[src/spi_flash_command_sequencer_assert.svh]
// assertion macros used by the sequencer top file
`ifndef SPI_FLASH_COMMAND_SEQUENCER_ASSERT_SVH
`define SPI_FLASH_COMMAND_SEQUENCER_ASSERT_SVH

// property checked on every clock edge outside reset
`define SFCS_ASSERT_CLK(lbl, prop, msg) \
  lbl: assert property (@(posedge clk) disable iff (!rst_n) prop) else $error(msg);

// implication checked on every clock edge outside reset
`define SFCS_ASSERT_IMP(lbl, ante, cons, msg) \
  lbl: assert property (@(posedge clk) disable iff (!rst_n) (ante) |-> (cons)) else $error(msg);

`endif

[src/sfcs_pkg.sv]
// ----------------------------------------------------------------------------
// sfcs_pkg
// types, codes and defaults shared by the spi flash command sequencer
// ----------------------------------------------------------------------------
package sfcs_pkg;

  localparam int unsigned BlockBytesDef   = 4096;
  localparam int unsigned PageBytesDef    = 256;
  localparam int unsigned ProgBufBytesDef = 256;
  localparam int unsigned VerifyFrameDef  = 32;

  localparam logic [15:0] ReadWaitRst  = 16'd13;
  localparam logic [15:0] WriteWaitRst = 16'd250;

  localparam logic [7:0] FL_WREN  = 8'h06;
  localparam logic [7:0] FL_RDSR  = 8'h05;
  localparam logic [7:0] FL_PP    = 8'h02;
  localparam logic [7:0] FL_SE    = 8'h20;
  localparam logic [7:0] FL_READ  = 8'h03;
  localparam logic [7:0] FL_DUMMY = 8'hFF;

  // input word codes
  localparam logic [2:0] CMD_READ  = 3'd0;
  localparam logic [2:0] CMD_PROG  = 3'd1;
  localparam logic [2:0] CMD_ERASE = 3'd2;
  localparam logic [2:0] CMD_DATA  = 3'd3;
  localparam logic [2:0] CMD_RX    = 3'd4;
  localparam logic [2:0] CMD_TICK  = 3'd5;

  // configuration register indexes
  localparam logic [0:0] CFG_READ_WAIT  = 1'b0;
  localparam logic [0:0] CFG_WRITE_WAIT = 1'b1;

  // completion status
  localparam logic [1:0] ST_OK      = 2'd0;
  localparam logic [1:0] ST_INVALID = 2'd1;
  localparam logic [1:0] ST_IO      = 2'd2;
  localparam logic [1:0] ST_CORRUPT = 2'd3;

  typedef enum logic [1:0] {
    OP_READ, OP_PROG, OP_ERASE, OP_VERIFY
  } op_t;

  typedef enum logic [3:0] {
    PH_IDLE, PH_COLLECT, PH_POLL_CMD, PH_POLL_STAT, PH_POLL_TICK, PH_WEN,
    PH_WEL_CMD, PH_WEL_STAT, PH_H1, PH_H2, PH_H3, PH_H4, PH_DATA
  } phase_t;

  typedef struct packed {
    logic       tx_valid;
    logic [7:0] tx_byte;
    logic       cs_release;
    logic       rd_valid;
    logic [7:0] rd_byte;
    logic       done_res;
    logic [1:0] status;
  } res_t;

endpackage

[src/spi_flash_command_sequencer.sv]
// a result word is offered on out_ the cycle after its input word is taken if the
// output queue is empty; throughput: one input word per cycle while the queue is
// not full, set by the combinational sequencer update and the prefetching two-port
// buffer ram; a two-word output queue keeps input flowing while a result waits
// reset: synchronous active low, clears control state; the buffer ram is not cleared
// ----------------------------------------------------------------------------
// spi_flash_command_sequencer
// spi nor flash read, program and erase sequencer with busy polling and verify
// ----------------------------------------------------------------------------
`include "spi_flash_command_sequencer_assert.svh"
module spi_flash_command_sequencer import sfcs_pkg::*; #(
  parameter int unsigned BLOCK_BYTES    = BlockBytesDef,
  parameter int unsigned PAGE_BYTES     = PageBytesDef,
  parameter int unsigned PROG_BUF_BYTES = ProgBufBytesDef,
  parameter int unsigned VERIFY_FRAME   = VerifyFrameDef
) (
  input  logic        clk,
  input  logic        rst_n,
  input  logic        cfg_we,
  input  logic [0:0]  cfg_index,
  input  logic [15:0] cfg_wdata,
  input  logic        in_valid,
  output logic        in_ready,
  input  logic [2:0]  in_cmd,
  input  logic [9:0]  in_block_index,
  input  logic [11:0] in_offset,
  input  logic [12:0] in_length,
  input  logic [7:0]  in_data_byte,
  output logic        out_valid,
  input  logic        out_ready,
  output logic        out_tx_valid,
  output logic [7:0]  out_tx_byte,
  output logic        out_cs_release,
  output logic        out_rd_valid,
  output logic [7:0]  out_rd_byte,
  output logic        out_done_res,
  output logic [1:0]  out_status
);

  localparam int unsigned IW = $clog2(PROG_BUF_BYTES);

  logic [15:0] read_wait_r, write_wait_r;
  logic          acc, we, res_valid, push, pop;
  logic [IW-1:0] waddr, raddr_a, raddr_b;
  logic [7:0]    wdata, rdata_a, rdata_b;
  res_t          res;
  res_t          q0_r, q0_nxt, q1_r, q1_nxt;
  logic [1:0]    cnt_r, cnt_nxt;

  // configuration registers
  always_ff @(posedge clk) begin
    if (!rst_n) begin
      read_wait_r  <= ReadWaitRst;
      write_wait_r <= WriteWaitRst;
    end else if (cfg_we) begin
      if (cfg_index == CFG_READ_WAIT) begin
        read_wait_r <= cfg_wdata;
      end
      if (cfg_index == CFG_WRITE_WAIT) begin
        write_wait_r <= cfg_wdata;
      end
    end
  end

  assign in_ready = (cnt_r != 2'd2);
  assign acc      = in_valid && in_ready;

  sfcs_seq #(
    .BLOCK_BYTES(BLOCK_BYTES), .PAGE_BYTES(PAGE_BYTES),
    .PROG_BUF_BYTES(PROG_BUF_BYTES), .VERIFY_FRAME(VERIFY_FRAME)
  ) u_seq (
    .clk(clk), .rst_n(rst_n), .acc(acc), .cmd(in_cmd),
    .block_index(in_block_index), .offset(in_offset), .length(in_length),
    .data_byte(in_data_byte), .read_wait(read_wait_r), .write_wait(write_wait_r),
    .rdata_a(rdata_a), .rdata_b(rdata_b), .we(we), .waddr(waddr), .wdata(wdata),
    .raddr_a(raddr_a), .raddr_b(raddr_b), .res_valid(res_valid), .res(res)
  );

  sfcs_store #(.DEPTH(PROG_BUF_BYTES)) u_store (
    .clk(clk), .we(we), .waddr(waddr), .wdata(wdata),
    .raddr_a(raddr_a), .raddr_b(raddr_b), .rdata_a(rdata_a), .rdata_b(rdata_b)
  );

  // two-word output queue
  assign push = res_valid;
  assign pop  = out_valid && out_ready;

  always_comb begin
    q0_nxt  = q0_r;
    q1_nxt  = q1_r;
    cnt_nxt = cnt_r;
    unique case ({push, pop})
      2'b10: begin
        if (cnt_r == 2'd0) begin
          q0_nxt = res;
        end else begin
          q1_nxt = res;
        end
        cnt_nxt = cnt_r + 2'd1;
      end
      2'b01: begin
        q0_nxt  = q1_r;
        cnt_nxt = cnt_r - 2'd1;
      end
      2'b11: begin
        if (cnt_r == 2'd1) begin
          q0_nxt = res;
        end else begin
          q0_nxt = q1_r;
          q1_nxt = res;
        end
      end
      default: begin
      end
    endcase
  end

  always_ff @(posedge clk) begin
    if (!rst_n) begin
      cnt_r <= 2'd0;
    end else begin
      cnt_r <= cnt_nxt;
    end
  end

  always_ff @(posedge clk) begin
    q0_r <= q0_nxt;
    q1_r <= q1_nxt;
  end

  assign out_valid      = (cnt_r != 2'd0);
  assign out_tx_valid   = q0_r.tx_valid;
  assign out_tx_byte    = q0_r.tx_byte;
  assign out_cs_release = q0_r.cs_release;
  assign out_rd_valid   = q0_r.rd_valid;
  assign out_rd_byte    = q0_r.rd_byte;
  assign out_done_res   = q0_r.done_res;
  assign out_status     = q0_r.status;

  // checks
  `SFCS_ASSERT_CLK(a_cnt_range, cnt_r != 2'd3, "output queue count out of range")
  `SFCS_ASSERT_IMP(a_ready_when_empty, !out_valid, in_ready, "input stalled with empty queue")
  `SFCS_ASSERT_IMP(a_done_no_tx, out_valid && out_done_res, !out_tx_valid,
                   "completion word also carries a transmit byte")

endmodule

[src/sfcs_store.sv]
// ----------------------------------------------------------------------------
// sfcs_store
// program buffer ram, one write port and two registered read ports with
// write-to-read forwarding
// ----------------------------------------------------------------------------
module sfcs_store import sfcs_pkg::*; #(
  parameter int unsigned DEPTH = ProgBufBytesDef
) (
  input  logic                     clk,
  input  logic                     we,
  input  logic [$clog2(DEPTH)-1:0] waddr,
  input  logic [7:0]               wdata,
  input  logic [$clog2(DEPTH)-1:0] raddr_a,
  input  logic [$clog2(DEPTH)-1:0] raddr_b,
  output logic [7:0]               rdata_a,
  output logic [7:0]               rdata_b
);

  logic [7:0] mem [DEPTH];

  // write port
  always_ff @(posedge clk) begin
    if (we) begin
      mem[waddr] <= wdata;
    end
  end

  // read ports, a same-cycle write is passed straight through
  always_ff @(posedge clk) begin
    rdata_a <= (we && waddr == raddr_a) ? wdata : mem[raddr_a];
    rdata_b <= (we && waddr == raddr_b) ? wdata : mem[raddr_b];
  end

endmodule

[src/sfcs_seq.sv]
// ----------------------------------------------------------------------------
// sfcs_seq
// command sequencer: frame state, busy polling and buffer addressing
// ----------------------------------------------------------------------------
module sfcs_seq import sfcs_pkg::*; #(
  parameter int unsigned BLOCK_BYTES    = BlockBytesDef,
  parameter int unsigned PAGE_BYTES     = PageBytesDef,
  parameter int unsigned PROG_BUF_BYTES = ProgBufBytesDef,
  parameter int unsigned VERIFY_FRAME   = VerifyFrameDef,
  localparam int unsigned IW = $clog2(PROG_BUF_BYTES),
  localparam int unsigned BW = $clog2(PROG_BUF_BYTES + 1)
) (
  input  logic          clk,
  input  logic          rst_n,
  input  logic          acc,
  input  logic [2:0]    cmd,
  input  logic [9:0]    block_index,
  input  logic [11:0]   offset,
  input  logic [12:0]   length,
  input  logic [7:0]    data_byte,
  input  logic [15:0]   read_wait,
  input  logic [15:0]   write_wait,
  input  logic [7:0]    rdata_a,
  input  logic [7:0]    rdata_b,
  output logic          we,
  output logic [IW-1:0] waddr,
  output logic [7:0]    wdata,
  output logic [IW-1:0] raddr_a,
  output logic [IW-1:0] raddr_b,
  output logic          res_valid,
  output res_t          res
);

  localparam logic [12:0] ProgBufLen  = 13'(PROG_BUF_BYTES);
  localparam logic [12:0] VerifyLen   = 13'(VERIFY_FRAME);
  localparam logic [23:0] PageMask    = 24'(PAGE_BYTES - 1);
  localparam logic [24:0] PageLen     = 25'(PAGE_BYTES);
  localparam logic [23:0] BlockLen    = 24'(BLOCK_BYTES);

  phase_t      phase_r, phase_nxt;
  op_t         op_r, op_nxt;
  logic [23:0] addr_r, addr_nxt;
  logic [12:0] left_r, left_nxt;
  logic [12:0] frame_r, frame_nxt;
  logic [BW-1:0] bp_r, bp_nxt, bp_inc;
  logic [15:0] wait_r, wait_nxt;
  logic        bad_r, bad_nxt;

  logic [23:0] cur_a;
  logic [24:0] page_room;
  logic [12:0] frame_w;
  logic [15:0] limit;
  logic [15:0] wait_inc;
  logic [23:0] blk_base;

  function automatic logic [IW-1:0] buf_idx(input logic [BW-1:0] p);
    logic [IW-1:0] r;
    r = (32'(p) < PROG_BUF_BYTES) ? IW'(p) : '0;
    return r;
  endfunction

  // state registers
  always_ff @(posedge clk) begin
    if (!rst_n) begin
      phase_r <= PH_IDLE;
      op_r    <= OP_READ;
      addr_r  <= '0;
      left_r  <= '0;
      frame_r <= '0;
      bp_r    <= '0;
      wait_r  <= '0;
      bad_r   <= 1'b0;
    end else begin
      phase_r <= phase_nxt;
      op_r    <= op_nxt;
      addr_r  <= addr_nxt;
      left_r  <= left_nxt;
      frame_r <= frame_nxt;
      bp_r    <= bp_nxt;
      wait_r  <= wait_nxt;
      bad_r   <= bad_nxt;
    end
  end

  // prefetch buffer entries at the next position and the one after
  assign raddr_a = buf_idx(bp_nxt);
  assign raddr_b = buf_idx(bp_nxt + BW'(1));

  // next state and result word
  always_comb begin
    phase_nxt = phase_r;
    op_nxt    = op_r;
    addr_nxt  = addr_r;
    left_nxt  = left_r;
    frame_nxt = frame_r;
    bp_nxt    = bp_r;
    wait_nxt  = wait_r;
    bad_nxt   = bad_r;
    res_valid = 1'b0;
    res       = '0;
    we        = 1'b0;
    waddr     = buf_idx(bp_r);
    wdata     = data_byte;
    cur_a     = addr_r + 24'(bp_r);
    page_room = PageLen - 25'(cur_a & PageMask);
    frame_w   = '0;
    limit     = (op_r == OP_READ) ? read_wait : write_wait;
    wait_inc  = (wait_r != 16'hFFFF) ? wait_r + 16'd1 : wait_r;
    blk_base  = 24'(block_index) * BlockLen;
    bp_inc    = bp_r + BW'(1);

    if (acc) begin
      priority case (1'b1)
        // new request
        (cmd == CMD_READ || cmd == CMD_PROG || cmd == CMD_ERASE): begin
          if (phase_r == PH_IDLE) begin
            bp_nxt  = '0;
            bad_nxt = 1'b0;
            if (cmd == CMD_ERASE) begin
              op_nxt = OP_ERASE; addr_nxt = blk_base; left_nxt = 13'd1;
              wait_nxt = '0; phase_nxt = PH_POLL_CMD;
              res_valid = 1'b1; res.tx_valid = 1'b1; res.tx_byte = FL_RDSR;
            end else if (length == '0 || (cmd == CMD_PROG && length > ProgBufLen)) begin
              res_valid = 1'b1; res.done_res = 1'b1; res.status = ST_INVALID;
            end else begin
              op_nxt   = (cmd == CMD_READ) ? OP_READ : OP_PROG;
              addr_nxt = blk_base + 24'(offset);
              left_nxt = length;
              if (cmd == CMD_READ) begin
                wait_nxt = '0; phase_nxt = PH_POLL_CMD;
                res_valid = 1'b1; res.tx_valid = 1'b1; res.tx_byte = FL_RDSR;
              end else begin
                phase_nxt = PH_COLLECT;
              end
            end
          end
        end
        // program data collection
        (cmd == CMD_DATA): begin
          if (phase_r == PH_COLLECT) begin
            we = 1'b1;
            if (13'(bp_inc) < left_r) begin
              bp_nxt = bp_inc;
            end else begin
              bp_nxt = '0; wait_nxt = '0; phase_nxt = PH_POLL_CMD;
              res_valid = 1'b1; res.tx_valid = 1'b1; res.tx_byte = FL_RDSR;
            end
          end
        end
        // byte back from the shifter
        (cmd == CMD_RX): begin
          unique case (phase_r)
            PH_POLL_CMD: begin
              phase_nxt = PH_POLL_STAT; res_valid = 1'b1;
              res.tx_valid = 1'b1; res.tx_byte = FL_DUMMY; res.cs_release = 1'b1;
            end
            PH_POLL_STAT: begin
              if (data_byte[0]) begin
                phase_nxt = PH_POLL_TICK;
              end else begin
                res_valid = 1'b1;
                if (op_r == OP_READ) begin
                  phase_nxt = PH_H1; res.tx_valid = 1'b1; res.tx_byte = FL_READ;
                end else if (op_r == OP_PROG && left_r == '0) begin
                  left_nxt = 13'(bp_r); bp_nxt = '0; bad_nxt = 1'b0;
                  op_nxt = OP_VERIFY; phase_nxt = PH_H1;
                  res.tx_valid = 1'b1; res.tx_byte = FL_READ;
                end else if ((op_r == OP_PROG || op_r == OP_ERASE) && left_r != '0) begin
                  phase_nxt = PH_WEN; res.tx_valid = 1'b1; res.tx_byte = FL_WREN;
                  res.cs_release = 1'b1;
                end else begin
                  phase_nxt = PH_IDLE; res.done_res = 1'b1; res.status = ST_OK;
                end
              end
            end
            PH_WEN: begin
              phase_nxt = PH_WEL_CMD; res_valid = 1'b1;
              res.tx_valid = 1'b1; res.tx_byte = FL_RDSR;
            end
            PH_WEL_CMD: begin
              phase_nxt = PH_WEL_STAT; res_valid = 1'b1;
              res.tx_valid = 1'b1; res.tx_byte = FL_DUMMY; res.cs_release = 1'b1;
            end
            PH_WEL_STAT: begin
              res_valid = 1'b1;
              if (!data_byte[1]) begin
                phase_nxt = PH_IDLE; res.done_res = 1'b1; res.status = ST_IO;
              end else begin
                phase_nxt = PH_H1; res.tx_valid = 1'b1;
                res.tx_byte = (op_r == OP_ERASE) ? FL_SE : FL_PP;
              end
            end
            PH_H1: begin
              phase_nxt = PH_H2; res_valid = 1'b1;
              res.tx_valid = 1'b1; res.tx_byte = cur_a[23:16];
            end
            PH_H2: begin
              phase_nxt = PH_H3; res_valid = 1'b1;
              res.tx_valid = 1'b1; res.tx_byte = cur_a[15:8];
            end
            PH_H3: begin
              phase_nxt = PH_H4; res_valid = 1'b1;
              res.tx_valid = 1'b1; res.tx_byte = cur_a[7:0];
              res.cs_release = (op_r == OP_ERASE);
            end
            PH_H4: begin
              res_valid = 1'b1; res.tx_valid = 1'b1;
              if (op_r == OP_ERASE) begin
                left_nxt = '0; wait_nxt = '0; phase_nxt = PH_POLL_CMD;
                res.tx_byte = FL_RDSR;
              end else begin
                phase_nxt = PH_DATA;
                if (op_r == OP_READ) begin
                  frame_w = left_r; res.tx_byte = FL_DUMMY;
                end else if (op_r == OP_PROG) begin
                  frame_w = (page_room > 25'(left_r)) ? left_r : 13'(page_room);
                  res.tx_byte = rdata_a;
                end else begin
                  frame_w = (left_r > VerifyLen) ? VerifyLen : left_r;
                  res.tx_byte = FL_DUMMY;
                end
                frame_nxt = frame_w;
                res.cs_release = (frame_w == 13'd1);
              end
            end
            PH_DATA: begin
              res_valid = 1'b1;
              if (op_r == OP_READ) begin
                left_nxt  = left_r - 13'd1;
                frame_nxt = left_r - 13'd1;
                res.rd_valid = 1'b1; res.rd_byte = data_byte;
                if (left_r == 13'd1) begin
                  phase_nxt = PH_IDLE; res.done_res = 1'b1; res.status = ST_OK;
                end else begin
                  res.tx_valid = 1'b1; res.tx_byte = FL_DUMMY;
                  res.cs_release = (left_r == 13'd2);
                end
              end else begin
                frame_w   = frame_r - 13'd1;
                bad_nxt   = bad_r || (op_r == OP_VERIFY && rdata_a != data_byte);
                bp_nxt    = bp_inc;
                left_nxt  = left_r - 13'd1;
                frame_nxt = frame_w;
                if (op_r == OP_PROG) begin
                  res.tx_valid = 1'b1;
                  if (frame_w != '0) begin
                    res.tx_byte = rdata_b; res.cs_release = (frame_w == 13'd1);
                  end else begin
                    wait_nxt = '0; phase_nxt = PH_POLL_CMD; res.tx_byte = FL_RDSR;
                  end
                end else if (frame_w != '0) begin
                  res.tx_valid = 1'b1; res.tx_byte = FL_DUMMY;
                  res.cs_release = (frame_w == 13'd1);
                end else if (bad_nxt) begin
                  phase_nxt = PH_IDLE; res.done_res = 1'b1; res.status = ST_CORRUPT;
                end else if (left_r == 13'd1) begin
                  phase_nxt = PH_IDLE; res.done_res = 1'b1; res.status = ST_OK;
                end else begin
                  phase_nxt = PH_H1; res.tx_valid = 1'b1; res.tx_byte = FL_READ;
                end
              end
            end
            default: begin
            end
          endcase
        end
        // millisecond tick during busy polling
        (cmd == CMD_TICK): begin
          if (phase_r == PH_POLL_CMD || phase_r == PH_POLL_STAT ||
              phase_r == PH_POLL_TICK) begin
            wait_nxt = wait_inc;
            if (phase_r == PH_POLL_TICK) begin
              res_valid = 1'b1;
              if (wait_inc >= limit) begin
                phase_nxt = PH_IDLE; res.done_res = 1'b1; res.status = ST_IO;
              end else begin
                phase_nxt = PH_POLL_CMD; res.tx_valid = 1'b1; res.tx_byte = FL_RDSR;
              end
            end
          end
        end
        default: begin
        end
      endcase
    end
  end

endmodule

[config.mk]
export PLATFORM = sky130hd
export DESIGN_NAME = spi_flash_command_sequencer
export DESIGN_NICKNAME = d
export VERILOG_FILES = /design/src/sfcs_pkg.sv /design/src/spi_flash_command_sequencer.sv /design/src/sfcs_store.sv /design/src/sfcs_seq.sv
export VERILOG_INCLUDE_DIRS = /design/src /design/src/src
export SDC_FILE = /design/constraint.sdc
export NUM_CORES = 2
export LEC_CHECK = 0
export BUFFER_PORTS_ARGS = -buffer_cell sky130_fd_sc_hd__clkbuf_2
export CORE_ASPECT_RATIO = 1.75
export CORE_MARGIN = 8
export CORE_UTILIZATION = 57
export DETAILED_ROUTE_END_ITERATION = 10
export PLACE_DENSITY = 0.76
export SETUP_SLACK_MARGIN = 0.02
export SYNTH_ARGS = -nofsm -noshare
export SYNTH_HDL_FRONTEND = slang
export SYNTH_SLANG_ARGS = --single-unit
[constraint.sdc]
create_clock -name clk -period 11.2 [get_ports clk]
set_input_delay 1.68 -clock clk [delete_from_list [all_inputs] [get_ports clk]]
set_output_delay 1.68 -clock clk [all_outputs]
set_load 0.1 [all_outputs]
==> qor.txt <==
Final Net Count - 6341
CP dominant cell by count - ha_1
PostCTS Resize Cnt - 0
DR vias/cell - 7.60
outcome - finished with violations
final wirelength - 356 mm
Worst Hold Class - reg2reg
post-route setup TNS - 0 ns
CTS Hold Bufs - 0
synthesized area per cell - 17.3 um^2
setup bufs post-CTS - 0
failing checks - max-capacitance violations, max-slew violations
CORE AREA - 187000 um^2
CP startpoint kind - register
CTS H-tree lvls - 4
DR iter-0 viols - 9662
DRT Pass-1 Iters - 6
Yosys cell types - 90
CP endpoint kind - register
post-route clock period utilization - 58.6%
GRT Residual Overflow - 0
antenna viol nets, final - 0
Final Critical Period - 6.56 ns
critical path type - reg2reg
CP max stage delay - 0.83 ns
largest net degree at the start of global routing - 139
drt wl/cell - 40.4 um
CTS tree - yes
worst r2r src - u_seq.bp_r[1]
Post-synth EDFFs - 2092
Mapped Nets - 6344
clk slew on worst S/H paths - 0.07 ns
power per cell area - 149 nW/um^2
Layout area overhead - 8.74%
routed via count - 67000
Placer Congestion - 1.02
FFs w/ async S/R, synth - 0%
number of synthesized register bits - 2222
R2R cell count - 17
VDD IR max - 121 uV
Worst-Margin Slew - 1.62 ns
Starting Density - 57.3%
cell chain of the critical path - ha_1 -> nand3_1 -> nor2_1 -> nand3_1 -> xor2_1 -> inv_1 -> ha_1 -> o21ai_0 -> a211oi_1 -> o21ai_0 -> a21oi_1 -> o221a_2 -> ha_1 -> a21oi_1 -> nor4_1 -> buf_4 -> a22o_1
Synth Instances - 6212
Max Slew Vio Count - 14
max cap viols - 3
sequential-to-total area share from yosys stat - 61.0%
reg-to-reg endpoint - out_rd_byte[4]
CTS Buf Count - 195
initial antenna violation count - 37
CTS Root Cell - clkbuf_16
Synth Cell Area - 107000 um^2
first-pass GRT wire length - 499 mm
drt drc - 0
CP arrival - 7.28 ns
Hold Fails Final Rpt - 0
vias in the first global route - 67400
final count of negative-setup-slack endpoints - 0
die span in y - 590 um
floorplan row count - 210
Clock Skew - 0.0344 ns
GRT Total Usage - 34.7%
fmax - 152 MHz
RSZ-0062 raised after global routing - no
worst setup path end - out_rd_byte[4]
r2r setup slk - 4.64 ns
top_reg_cell synth - edfxtp_1
relative slew slack - -7.80%
clk sinks - 2222
dpl cells - 8450
Slowest cell on crit path - nor4_1
# IOs - 92
Port Buffers - 91
Finished Core Util - 62.3%
crit path max fanout - 13
die area - 203000 um^2
DP Wirelength - 238 mm
Die Wd - 344 um
Crit path required time - 11.91 ns
clk buf depth - 4
Clock Latency Late Sink - 0.88 ns
Leak - 35.2 nW
layout cells sized above 1 - 26.9%
fin cells - 8815
CP Launch Point - u_seq.bp_r[1]
number of synthesis warnings - 0
==> flip-flops by register name (all words and copies together) (netlist names), named ones only <==
name,flops
u_seq.left_r,13
read_wait_r,16
write_wait_r,16
u_seq.bp_r,9
u_seq.wait_r,16
out_tx_byte,8
u_seq.phase_r,4
u_seq.op_r,2
out_rd_valid,1
out_status,2
out_tx_valid,1
q1_r,22
u_seq.bad_r,1
u_store.mem,2048
out_rd_byte,8
u_seq.frame_r,13
out_cs_release,1
u_seq.addr_r,22
cnt_r,2
out_done_res,1
==> cell usage after synthesis (14+ instances only) <==
cell type / number / share of area, %
edfxtp_1: 2092 / 59
mux4_2: 1076 / 23
nor2_1: 444 / 1.6
nand2_1: 296 / 1.0
mux2i_1: 283 / 2.6
clkbuf_1: 238 / 0.83
a21oi_1: 222 / 1.0
a22oi_1: 160 / 1.1
buf_2: 155 / 0.72
nand3_1: 145 / 0.68
dfxtp_1: 130 / 2.4
o21ai_0: 94 / 0.44
ha_1: 63 / 0.73
nor3_1: 59 / 0.28
inv_1: 44 / 0.15
nor2b_1: 39 / 0.23
a22o_1: 37 / 0.30
xnor2_1: 36 / 0.29
a211oi_1: 34 / 0.24
xor2_1: 34 / 0.28
a221oi_1: 33 / 0.27
buf_4: 30 / 0.21
nand2b_1: 28 / 0.16
a31oi_1: 27 / 0.16
and2_1: 24 / 0.14
and3_1: 24 / 0.14
o22ai_1: 23 / 0.13
buf_1: 21 / 0.073
buf_6: 20 / 0.21
o211ai_1: 20 / 0.14
nand4_1: 19 / 0.11
a21o_1: 18 / 0.13
nor4_1: 16 / 0.093
o21a_1: 16 / 0.11
nor3b_1: 15 / 0.10
o31ai_1: 14 / 0.098
==> metal layers <==
| layer | share of wire [%] | vias to the layer above | GRT usage (%) |
|---|---|---|---|
| met5 | 0.046 | - | 0 |
| met4 | 12 | 24 | 32.7 |
| met3 | 11 | 1588 | 7.97 |
| met2 | 49 | 5449 | 56.9 |
| met1 | 29 | 34100 | 36.8 |
| li1 | - | 25800 | - |
==> cell families after synthesis <==
logic type                 count (synthesis)  share of synthesized area (%)
xor gates and xnor gates                  71                          0.593
buffers and inverters                    514                           2.27
AOI/OAI and AO/OA                        785                           4.88
muxes                                   1373                           25.4
and+or+nand+nor                         1183                           5.09
adders and majority gates                 64                          0.754
DFF                                     2222                           61.0
==> per-stage QoR <==
step | power [mW] | hold WS [ns] | area, um^2 | setup slack [ns]
floorplan | 10.1 | 0.434 | 107000 | 6.15
global placement | 10.6 | 0.441 | 110000 | 4.94
detailed placement | 10.6 | 0.450 | 110000 | 4.94
CTS | 17.3 | 0.459 | 117000 | 4.93
global route | 17.6 | 0.471 | 117000 | 4.52
finish | 17.3 | 0.457 | 117000 | 4.64
==> report_power, final <==
part	total (mW)	switching, mW	internal, mW	leakage [nW]
registers	9.19	0.0498	9.14	19.9
logic	1.27	0.933	0.333	12.3
clock network	6.86	3.11	3.76	3.00
total	17.3	4.09	13.2	35.2
==> area by class of cell <==
class	instances	area, um^2
Antenna cell	25	62.6
Clock buffer	223	5070
Clock inverter	117	1190
Fill cell	12700	70400
Inverter	45	169
Multi-Input combinational cell	3476	39600
Sequential cell	2222	65500
Tap cell	2438	3050
Timing Repair Buffer	269	2020
==> worst max-delay path, delay by kind of cell, from the launching register on <==
kind                       cells  cell delay [ns]
DFF                            1             0.69
adders and majority gates      3             0.91
and+or+nand+nor                4             1.50
AOI/OAI and AO/OA              7             2.43
xor gates and xnor gates       1             0.44
buffers and inverters          2             0.41
==> worst min path at each step <==
stage	slack [ns]	end	depth (start not counted)	from
floorplan	0.43	write_wait_r[0]	2	write_wait_r[0]
global placement	0.44	write_wait_r[13]	2	write_wait_r[13]
detailed placement	0.45	write_wait_r[10]	2	write_wait_r[10]
CTS	0.46	write_wait_r[10]	2	write_wait_r[10]
global route	0.47	write_wait_r[13]	2	write_wait_r[13]
finish	0.46	write_wait_r[10]	2	write_wait_r[10]
==> cell usage in the layout, fill, tap and decap left out, drive strengths merged, types with 100 or more instances in the layout <==
master,instances
edfxtp,2092
mux4,1078
nor2,445
clkbuf,314
nand2,296
mux2i,283
a21oi,222
buf,178
a22oi,160
nand3,146
dfxtp,130
o21ai,100
Power figures use the tool's default switching activity.
